[src/rtl/core/kll_ram.sv]
module kll_ram #(
    parameter int WIDTH = 16,
    parameter int DEPTH = 64
) (
    input  logic                     aclk,
    input  logic                     we,
    input  logic [$clog2(DEPTH)-1:0] waddr,
    input  logic [WIDTH-1:0]         wdata,
    input  logic [$clog2(DEPTH)-1:0] raddr,
    output logic [WIDTH-1:0]         rdata
);

    logic [WIDTH-1:0] mem [DEPTH];

    always_ff @(posedge aclk) begin
        if (we) begin
            mem[waddr] <= wdata;
        end
        rdata <= mem[raddr];
    end

endmodule

[config.mk]
export PLATFORM = sky130hd
export DESIGN_NAME = kll_ram
export DESIGN_NICKNAME = d
export VERILOG_FILES = /design/src/rtl/core/kll_ram.sv
export SDC_FILE = /design/constraint.sdc
export NUM_CORES = 1
export LEC_CHECK = 0
export ABC_AREA = 0
export BUFFER_PORTS_ARGS = -buffer_cell sky130_fd_sc_hd__buf_2
export CAP_MARGIN = 10
export CORE_ASPECT_RATIO = 0.7
export CORE_MARGIN = 1.5
export CORE_UTILIZATION = 45
export DETAILED_ROUTE_END_ITERATION = 8
export PLACE_DENSITY = 0.69
export SYNTH_ARGS = -nofsm -noshare
export SYNTH_HDL_FRONTEND = slang
export SYNTH_SLANG_ARGS = --single-unit
[constraint.sdc]
create_clock -name aclk -period 3.6 [get_ports aclk]
set_clock_uncertainty 0.2 [all_clocks]
set_input_delay 0.9 -clock aclk [delete_from_list [all_inputs] [get_ports aclk]]
set_output_delay 0.9 -clock aclk [all_outputs]
set_load 0.05 [all_outputs]
; Word level (Yosys, flattened, before mapping)
; Memory sizes are Yosys's and may differ from the RTL's. A register that Yosys moved wholly into a read port is not among the register bits.
; Cells that the tools add are included.
[classes]
n_mux = 2
[op_table]
columns = operator, n
row1 = $mux W1, 2
[word_totals]
mem_count = 1
ramBits = 1024
regBits = 0
word_cells = 3
[memory_table]
columns = memory, depth, width, rd, rd_ports_with_merged_regs, wr, line
row1 = mem, 64, 16, 1, 1, 1, 13  ; logic [WIDTH-1:0] mem [DEPTH];

; Depth between registers and ports, before layout
; Gate-level depths: netlist of run 1.
[logic_depth]
word_depth = 2
ltp_mapped = 10

; Worst setup path before layout of run 1
; OpenSTA, ideal clock, no wires.
[synth_path]
kind = input-to-reg
start = input port waddr[3]
end = memory mem[48][0] (enable)
setup_ns = 0.409
path_slack_ns = 0.465
arrival_ns = 2.526
cell_stages = 4
path_cell_list = clkbuf_1 nor2b_1 nand4b_1 nor3_1
[synth_rtl]
columns = item, line
row1 = start: declaration, 7  ; input logic [$clog2(DEPTH)-1:0] waddr,
row2 = end: declaration, 13
; Straight into the memory's write port.

==> impl_metrics.tcl, run 1 <==
set metrics [dict create \
    dp_hpwl_um 61120 \
    syn_area_per_cell_um2 21.89 \
    vias 19850 \
    met3_usage 0.07092 \
    critPathRequiredTime_ps 3940 \
    core_um2 88130 \
    grtUsageMet1 0.3341 \
    clock_latency_ps 650 \
    arrival_ps 3320 \
    synth_top_cell_by_area "edfxtp_1" \
    met2_usage 0.2970 \
    nets 2093 \
    antenna_found_initial 12 \
    cts_resized 0 \
    busiest_layer "met1" \
    total_power_mw 24.68 \
    first_pass_iters 5 \
    p_leak_nw 14.69 \
    root_buffer "clkbuf_16" \
    die_y_um 252.6 \
    final_max_slew_viol_count 0 \
    place_area_um2 42780 \
    row_count 91 \
    ctsHtreeMaxLevel 3 \
    yosysTopAreaCellShare 0.7679 \
    vdd_drop_max_mv 0.3501 \
    status "finished, final reports clean" \
    via_per_inst 6.008 \
    overflow 0 \
    cp-start-kind "input pin" \
    path_cells "buf_6 -> nor2b_1 -> buf_4 -> a22oi_1 -> a41oi_1 -> o21ai_0 -> and4_1" \
    synth_area_leaders "edfxtp_1, mux4_2, mux2i_1" \
    final_area_um2 45780 \
    totalWireLength_um 97860 \
    r2r-end "rdata[14]$_DFF_P_" \
    synth_cells 1829 \
    cp-end-kind "flip-flop" \
    fin_crit_ps 2979 \
    cts_buffers 92 \
    min-delay-start "wdata[15]" \
    async_flop_share 0 \
    max_freq_ghz 0.3357 \
    yosys_warnings 0 \
    seq_area_frac_synth 0.7759 \
    ys_ff_latch 1040 \
    port_buffers 45 \
    initial_core_util 0.4544 \
    ant_nets 0 \
    crit_family "compound AO/OA/AOI/OAI gates" \
    rsz0062_at_grt "no" \
    netlist_area_um2 40040 \
    clk_pin_slew_ps 60 \
    finalHoldViolations 0 \
    critPathKind "input pin to flip-flop" \
    fin_crit_sh 0.8274 \
    clockBufferDepth 3 \
    crit_buf_inv 2 \
    area_growth_pct 14.32 \
    setup_tns_ps 0 \
    hold_depth 1 \
    slew_headroom 0.2792 \
    synth_ff_type "edfxtp_1" \
    gp_congestion 0.8283 \
    pwr_density_cell_nw_per_um2 539.2 \
    r2r_start "mem[31][14]$_DFFE_PP_" \
    design.portCount 46 \
    dieArea_um2 90810 \
    wire_per_inst_um 29.63 \
    grt_pass1_wl_um 140400 \
    tightestPinTransition_ps 1081 \
    cts.sinks 1040 \
    path_max_fanout 28 \
    grt_max_degree 65 \
    postCtsHoldBufs 0 \
    drt-initial-drc-count 2797 \
    track_usage 0.2166 \
    crit_slowest_cell "nor2b_1" \
    rrSetupSlack_ps 1230 \
    reg2regPathDepth 5 \
    syn-num-nets 1859 \
    nFillCells 6775 \
    cts_tree "built" \
    drive_above_1_share 0.2956 \
    multi_input_area_um2 8252 \
    regArea_um2 31070 \
    die_x_um 359.5 \
    setup_viol 0 \
    hold-path-endpoint "mem[45][15]$_DFFE_PP_" \
    grt_pass1_vias 19890 \
    drc 0 \
    synth_cell_type_count 43 \
    max_stage_delay_ps 540 \
    maxCapViolations 0 \
    postCtsSetupBuffers 0 \
    min_path_type "input pin to flip-flop" \
    synth_edf_count 1024 \
]
[routing by layer]
metal	up-vias	wire length, um
met1	10490	41870
met5	-	44
met3	139	12740
met4	6	2011
li1	8139	-
met2	1072	41190
[worst max-delay path by stage]
stage,start,endpoint,slack [ps],depth (start not counted)
CTS,raddr[0],rdata[2]$_DFF_P_,700,7
finish,raddr[1],rdata[5]$_DFF_P_,620,7
detailed placement,raddr[0],rdata[2]$_DFF_P_,20,7
global route,raddr[1],rdata[5]$_DFF_P_,500,7
floorplan,waddr[3],mem[48][0]$_DFFE_PP_,470,4
global placement,raddr[0],rdata[2]$_DFF_P_,10,7
[layout by cell type (no fill, tap or decap), drive strengths merged]
| cell type | count |
|---|---|
| a211o | 8 |
| a211oi | 8 |
| a21oi | 17 |
| a221o | 6 |
| a221oi | 16 |
| a22o | 6 |
| a22oi | 39 |
| a311oi | 8 |
| a31oi | 8 |
| a41oi | 5 |
| and2 | 2 |
| and4 | 5 |
| buf | 244 |
| bufinv | 8 |
| clkbuf | 119 |
| clkinv | 40 |
| clkinvlp | 2 |
| dfxtp | 16 |
| diode | 3 |
| edfxtp | 1024 |
| mux2 | 27 |
| mux2i | 85 |
| mux4 | 224 |
| nand2 | 60 |
| nand2b | 3 |
| nand3 | 24 |
| nand3b | 2 |
| nand4 | 12 |
| nand4b | 1 |
| nor2 | 74 |
| nor2b | 30 |
| nor3 | 2 |
| nor4 | 3 |
| o21ai | 8 |
| or3 | 1 |
| or3b | 1 |
[flip-flops by register name, indices dropped and copies added, names as in the netlist]
name,flops
mem,1024
rdata,16
[where the power goes]
part / leakage [nW] / internal [mW] / switching, mW
logic: 3.88 / 0.532 / 0.913
registers: 9.35 / 13.4 / 0.0569
clock network: 1.46 / 5.53 / 4.25
[kinds of logic after synthesis]
family                 synth area share
and+or+nand+nor                 0.02647
AOI/OAI and AO/OA               0.02409
buffers and inverters           0.01831
muxes                            0.1552
DFF                              0.7759
[stage by stage]
step                      std cells  utilization  worst slack, ps  hold slack [ps]
after detailed placement       3130       0.4854            17.23            658.7
after CTS                      3299       0.5191            704.9            411.6
after global placement         3130       0.4854            11.19            655.3
after floorplan                1829            -            465.2            550.3
after global routing           3300       0.5194            503.4            432.4
final                          3303       0.5195            621.4            442.2
[layout make-up]
type / instances / area share
Sequential cell: 1040 / 0.6787
Antenna cell: 3 / 0.0001640
Timing Repair Buffer: 244 / 0.04414
Clock inverter: 50 / 0.009703
Tap cell: 1162 / 0.03176
Multi-Input combinational cell: 685 / 0.1803
Clock buffer: 119 / 0.05527
[cells in the mapped netlist, types with 4 or more instances]
library cell	instances
mux2_2	27
a311oi_1	8
dfxtp_1	16
a31oi_1	8
a21oi_1	17
mux4_2	220
a211oi_1	8
a22oi_1	39
a221oi_1	16
mux2i_1	85
buf_4	13
nand2_1	59
and4_1	5
o21ai_0	5
buf_2	36
nor2_1	72
nand3_1	24
a22o_1	6
nor2b_1	30
a41oi_1	5
a211o_1	8
clkbuf_1	24
a221o_1	6
edfxtp_1	1024
buf_6	17
nand4_1	12
buf_12	5
mux4_1	4
Note: power is estimated with default switching activity, not from simulation.
==> run 2, diff against run 1 <==
==> constraint.sdc (replaced) <==
create_clock -name aclk -period 2.9 [get_ports aclk]
set_clock_uncertainty 0.2 [all_clocks]
set_input_delay 0.725 -clock aclk [delete_from_list [all_inputs] [get_ports aclk]]
set_output_delay 0.725 -clock aclk [all_outputs]
set_load 0.05 [all_outputs]
==> run 2 against run 1 <==
Against the previous run:
- sequential power increased by 24%
- critical endpoint is now rdata[10]$_DFF_P_
- largest power group unchanged
- final cell count increased by 0.91%
- critical path type unchanged
- non-clock buffer count is 26 higher
- worst hold slack worse by 110 ps
==> impl_metrics.tcl, run 2 (synthesis gave the netlist of run 1 again) <==
set metrics [dict create \
    root_buffer "clkbuf_16" \
    critPathKind "input pin to flip-flop" \
    port_buffers 45 \
    rrSetupSlack_ps 640 \
    drt-initial-drc-count 2764 \
    nFillCells 6739 \
    total_power_mw 31.41 \
    max_freq_ghz 0.3855 \
    final_area_um2 46700 \
    area_growth_pct 16.63 \
    ant_nets 0 \
    largest_registers "mem (1024), rdata (16)" \
    overflow 0 \
    final_util 0.5299 \
    min_path_type "input pin to flip-flop" \
    r2r_start "mem[61][10]$_DFFE_PP_" \
    p_sw_frac 0.2112 \
    largest-register "mem" \
    row_count 91 \
    arrival_ps 2940 \
    hold-path-endpoint "mem[54][7]$_DFFE_PP_" \
    setup_viol 0 \
    nets 2121 \
    final_cell_mix "edfxtp_1, mux4_2, buf_4" \
    cts_resized 0 \
    clk_pin_slew_ps 70 \
    cts.sinks 1040 \
    seqPwrFrac 0.532 \
    power_switching_mw 6.634 \
    maxCapViolations 0 \
    critPathRequiredTime_ps 3240 \
    tightestPinTransition_ps 1060 \
    cp-end-kind "flip-flop" \
    regArea_um2 31070 \
    vias 20070 \
    slew_headroom 0.2861 \
    hold-worst-slack_ps 328.2 \
    place_area_um2 43500 \
    ctsHtreeMaxLevel 3 \
    initial_core_util 0.4544 \
    finalHoldViolations 0 \
    die_y_um 252.6 \
    rsz0062_at_grt "no" \
    drc 0 \
    clockBufferDepth 3 \
    path_max_fanout 22 \
    clock_latency_ps 660 \
    track_usage 0.2181 \
    vdd_drop_max_mv 0.5563 \
    final_max_slew_viol_count 0 \
    dp_hpwl_um 62740 \
    largest_reg_flops 1024 \
    cp-start-kind "input pin" \
    p_leak_nw 15.03 \
    multi_input_area_um2 8249 \
    grt_pass1_vias 19920 \
    totalWireLength_um 98410 \
    core_um2 88130 \
    layout_commonest_cell "edfxtp_1" \
    drive_above_1_share 0.3092 \
    postCtsSetupBuffers 0 \
    min-delay-start "wdata[7]" \
    antenna_found_initial 8 \
    fin_crit_sh 0.8944 \
    design.portCount 46 \
    gp_congestion 0.8442 \
    pwr_density_cell_nw_per_um2 672.6 \
    pwr-share-clk 0.409 \
    hold_depth 1 \
    reg2regPathDepth 5 \
    status "finished, final reports clean" \
    power.internal_mw 24.78 \
    grt_max_degree 65 \
    die_x_um 359.5 \
    first_pass_iters 5 \
    via_per_inst 6.021 \
    r2r-end "rdata[10]$_DFF_P_" \
    combPwrFrac 0.059 \
    wire_per_inst_um 29.52 \
    postCtsHoldBufs 0 \
    dieArea_um2 90810 \
    cts_tree "built" \
    cts_buffers 94 \
    grt_pass1_wl_um 141200 \
    fin_crit_ps 2594 \
]
[run 2: critical path: stages]
cell and delay (ps):
buf_8 220, buf_12 250, buf_4 270, mux4_2 540, mux2i_1 140, o21ai_0 370
and4_1 390
[run 2: final cells by class]
type                    instances  area share
multi-input cells             685      0.1766
diodes                          1  0.00005358
well taps                    1162     0.03113
clock buffers                 118     0.05407
clock inverters                57     0.01441
repair buffers                270     0.05841
flip-flops and latches       1040      0.6653
[run 2: per-layer routing]
layer,part of all wire,track usage
met5,0.00036,0
met4,0.020,0.05194
met3,0.14,0.07771
met2,0.42,0.2985
met1,0.43,0.3323
[run 2: power groups by stage]
stage          registers, mW  logic (mW)  clock network [mW]
2_1_floorplan           17.1       0.862                   0
3_3_place_gp            17.0        1.80                   0
3_5_place_dp            17.0        1.84                   0
4_1_cts                 16.7        1.84                13.0
5_1_grt                 16.7        1.95                13.6
6_report                16.7        1.85                12.9
[run 2: worst max path at each step]
stage              from              endpoint  slack (ps)  cells after the start
2_1_floorplan  waddr[5]  mem[39][0]$_DFFE_PP_          20                      4
3_3_place_gp   raddr[0]     rdata[15]$_DFF_P_        -330                      7
4_1_cts        raddr[0]     rdata[15]$_DFF_P_         350                      7
3_5_place_dp   raddr[0]     rdata[15]$_DFF_P_        -340                      7
5_1_grt        raddr[0]     rdata[15]$_DFF_P_         220                      7
6_report       raddr[0]     rdata[10]$_DFF_P_         310                      7
[run 2: through the flow]
step                TNS, ps  setup slack (ps)  instances
global placement      -2678            -334.2       3157
detailed placement    -2709            -342.2       3157
global route              0             215.0       3332
CTS                       0             354.2       3332
floorplan                 0             17.20       1829
finish                    0             306.2       3333
